### config.mk
export PLATFORM = sky130hd
export DESIGN_NAME = kpg_ram
export DESIGN_NICKNAME = d
export VERILOG_FILES = /design/src/sv/kpg_ram.sv
export SDC_FILE = /design/constraint.sdc
export NUM_CORES = 2
export LEC_CHECK = 0
export CAP_MARGIN = 5
export CELL_PAD_IN_SITES_DETAIL_PLACEMENT = 0
export CELL_PAD_IN_SITES_GLOBAL_PLACEMENT = 1
export CORE_MARGIN = 2
export CORE_UTILIZATION = 40
export CTS_BUF_LIST = sky130_fd_sc_hd__clkbuf_2
export CTS_CLUSTER_DIAMETER = 40
export DETAILED_ROUTE_END_ITERATION = 7
export DONT_BUFFER_PORTS = 1
export GPL_TIMING_DRIVEN = 0
export PLACE_DENSITY_LB_ADDON = 0.15
export SLEW_MARGIN = 20
export SYNTH_ARGS = -nofsm -noshare
export SYNTH_HDL_FRONTEND = slang
export SYNTH_SLANG_ARGS = --single-unit
### constraint.sdc
create_clock -name clk -period 3.2 [get_ports clk]
set_input_delay 0.64 -clock clk [delete_from_list [all_inputs] [get_ports clk]]
set_output_delay 0.64 -clock clk [all_outputs]
set_load 0.01 [all_outputs]
### src/sv/kpg_ram.sv
`default_nettype none
module kpg_ram #(
  parameter int WIDTH = 8,
  parameter int DEPTH = 256
) (
  input  wire logic                     clk,
  input  wire logic                     we,
  input  wire logic [$clog2(DEPTH)-1:0] waddr,
  input  wire logic [WIDTH-1:0]         wdata,
  input  wire logic [$clog2(DEPTH)-1:0] raddr,
  output logic      [WIDTH-1:0]         rdata
);

  logic [WIDTH-1:0] mem [DEPTH];

  always_ff @(posedge clk) begin
    if (we) begin
      mem[waddr] <= wdata;
    end
    rdata <= mem[raddr];
  end

endmodule
`default_nettype wire
==> impl_metrics.tcl <==
set metrics [dict create \
    outcome "finished, violations left" \
    violations "negative setup slack" \
    syn2layout_area_growth_pct 11.9 \
    syn_inst 3733 \
    worstMarginPinSlew_ps 1230 \
    clkLatencyLatePin_ps 1810 \
    synth-seq-area-share_pct 77.5 \
    finalNonFillerCells 7377 \
    wl_per_cell_um 36.1 \
    cts.sinks 2056 \
    synth_top_family_by_area "multiplexers" \
    power.switching_w 0.0133 \
    cts_max_level 6 \
    p_per_area_nw_per_um2 576 \
    syn-num-nets 3759 \
    fp.dieH_um 450 \
    place_area_um2 83500 \
    synth_warnings 0 \
    power.internal_w 0.0379 \
    clockBufferDepth 4 \
    critPathMaxFanout 10 \
    fmax_mhz 307 \
    drive_above_1_share_pct 31.9 \
    root_buffer "clkbuf_2" \
    grt_pass1_wl_mm 360 \
    synth_area_leaders "edfxtp_1 77%, mux4_2 13%, mux2i_1 1.7%, nor2_1 1.3%, a22oi_1 1.3%" \
    dr.pass1.iters 6 \
    cp.required_ps 4820 \
    ys_seq_elements 2056 \
    synth_cell_types 55 \
    slew_headroom_pct 17.9 \
    leakage_nw 28.3 \
    final.setup.tns_ps -106 \
    synth.area.mux_share_pct 14.6 \
    yosys.area.top_type "edfxtp_1" \
    antenna_found_initial 26 \
    cp.arrival_ps 4880 \
    numCtsBuffers 558 \
    clk_pin_slew_ps 100 \
    grt_use_total_pct 26.2 \
    syn_area_um2 79600 \
    seqCellArea_um2 61700 \
    hold_violations 0 \
    skew_ps 125 \
    rsz0062_at_grt "false" \
    synth_compound_area_share_pct 3.42 \
    tritoncts "yes" \
    utilization_pct 45.1 \
    holdCritPathClass "in2reg" \
    async_reset_ff_share_pct 0 \
    synth_xor_xnor_area_share_pct 0 \
    maxCapViolCount 0 \
    coreArea_um2 197000 \
    finalWirelength_mm 267 \
    period_needed_ps 3260 \
    post-place-ws_ps -2110 \
    power.share.combinational_pct 6.5 \
    yosys.area_share.simple_pct 2.63 \
    crit_path_end_kind "register" \
    place_hpwl_mm 171 \
    ir_drop_mv 0.275 \
    critical_path_class "in2reg" \
    switching_share_pct 26.0 \
    fin_ws_ps -55.0 \
    gp_congestion 0.911 \
    row_count 163 \
    drv_slew 0 \
    final_area_um2 89000 \
    placedCellCount 6395 \
    routed-via-count 43163 \
    die_width_um 450 \
    ys.flop_type "edfxtp_1" \
    drc 0 \
    grt_pass1_vias 43589 \
    dieArea_um2 202000 \
    multi_input_area_um2 16600 \
    ant_nets 0 \
    finalCritPeriodShare_pct 102 \
    grt_start_max_net_pins 257 \
    setup_viol 2 \
    ios 34 \
    fillCellCount 17475 \
    synth_edf_count 2048 \
    p_seq_share_pct 57.9 \
    synthAdderAreaFrac_pct 0 \
    grt.overflow.total 0 \
    routed_via_density 5.85 \
    dr.first_iter.drc_count 5379 \
    start_util_pct 40.3 \
    clockPowerShare_pct 35.5 \
    yosys.area.top_type_share_pct 77.3 \
    start_kind "input port" \
    portBuffers 0 \
    avgSynthCellArea_um2 21.3 \
    final_nets 4392 \
]
-- metrics by stage --
step           hold WS (ps)  total power (W)
2_1_floorplan           739           0.0317
5_1_grt               -29.9           0.0530
3_3_place_gp            800           0.0330
4_1_cts                7.68           0.0516
3_5_place_dp            801           0.0331
6_report                150           0.0512
-- Yosys cell counts, drive strengths merged, types with 2 or more instances --
cell type and n:
edfxtp 2048, mux4 456, nor2 282, mux2i 134, a22oi 133, buf 122, clkbuf 111, a21oi 96
o221ai 47, nand3 34, nand2 33, nor2b 31, o22ai 28, nor4 27, nor3 22, a211oi 16
a221oi 14, o21ai 12, nand4 10, o211ai 10, a22o 8, dfxtp 8, nand2b 8, and2 6
a2111oi 5, o22a 5, o32ai 5, or2 4, a311oi 2, a31oi 2, and3b 2, nand3b 2
-- worst max-delay path, cell delays in order --
cell and delay (ps):
buf_2 440, and2_1 230, buf_1 740, clkbuf_1 860, a22oi_1 370, a21oi_1 530
nor3_1 240, nor4_2 770
-- power groups by stage --
stage / Sequential (W) / Combinational, W / Clock (W)
after detailed placement: 0.0303 / 0.00278 / 0
after global routing: 0.0297 / 0.00343 / 0.0199
final: 0.0297 / 0.00335 / 0.0182
after CTS: 0.0297 / 0.00331 / 0.0186
after global placement: 0.0303 / 0.00272 / 0
after floorplan: 0.0303 / 0.00144 / 0
-- layer usage --
metal / routed length, um / share of wire, % / GRT usage, % / vias to the layer above
met5: 49 / 0.018 / 0 / -
met4: 9280 / 3.5 / 10.2 / 8
met3: 22200 / 8.3 / 5.70 / 428
met2: 128000 / 48 / 41.6 / 2225
met1: 108000 / 40 / 35.4 / 23191
li1: - / - / - / 17311
-- sequential cells by signal, indices dropped and copies added, names as in the netlist --
register,flops
mem,2048
rdata,8
-- placed cells by master (no fill, tap or decap), drive strengths merged, types with 33 or more instances in the layout --
master,count
o221ai,47
a21oi,96
nor2,282
nand2,33
a22oi,133
clkbuf,905
mux2i,134
mux4,456
buf,160
dlygate4sd3,35
nand3,34
clkinv,100
edfxtp,2048
-- worst paths after layout --
| path | from | to | slack (ps) | depth (start not counted) |
|---|---|---|---|---|
| setup / recovery | raddr[2] | rdata[1]$_DFF_P_ | -60 | 8 |
| hold / removal | wdata[6] | mem[165][6]$_DFFE_PP_ | 150 | 2 |
| setup reg to reg | mem[83][3]$_DFFE_PP_ | rdata[3]$_DFF_P_ | 40 | 6 |
| hold reg to reg | mem[218][4]$_DFFE_PP_ | rdata[4]$_DFF_P_ | 1330 | 6 |
-- kinds of logic (layout without fill, tap and decap cells) --
| group | count (synthesis) | after routing |
|---|---|---|
| DFF | 2056 | 2056 |
| muxes | 591 | 591 |
| and+or+nand+nor | 466 | 466 |
| AOI/OAI and AO/OA | 385 | 385 |
| buffers and inverters | 235 | 1221 |
| other | 0 | 18 |
-- area by class of cell --
class                           instances  share of cell area [%]
Sequential cell                      2056                    69.3
Multi-Input combinational cell       1442                    18.7
Clock buffer                          794                    4.47
Tap cell                             2640                    3.71
Buffer                                233                    1.69
Timing Repair Buffer                   73                    1.36
Clock inverter                        119                   0.786
Antenna cell                           18                  0.0506
Inverter                                2                 0.00844
-- repair_timing --
action | in CTS | in global routing
hold endpoints to repair | 3464 | 293
resized for setup | 6 | 3
hold buffers | 38 | 5
endpoints found under the setup margin | 3 | 2
setup buffers | 0 | 0
No activity file was read; power rests on OpenSTA's default activity.
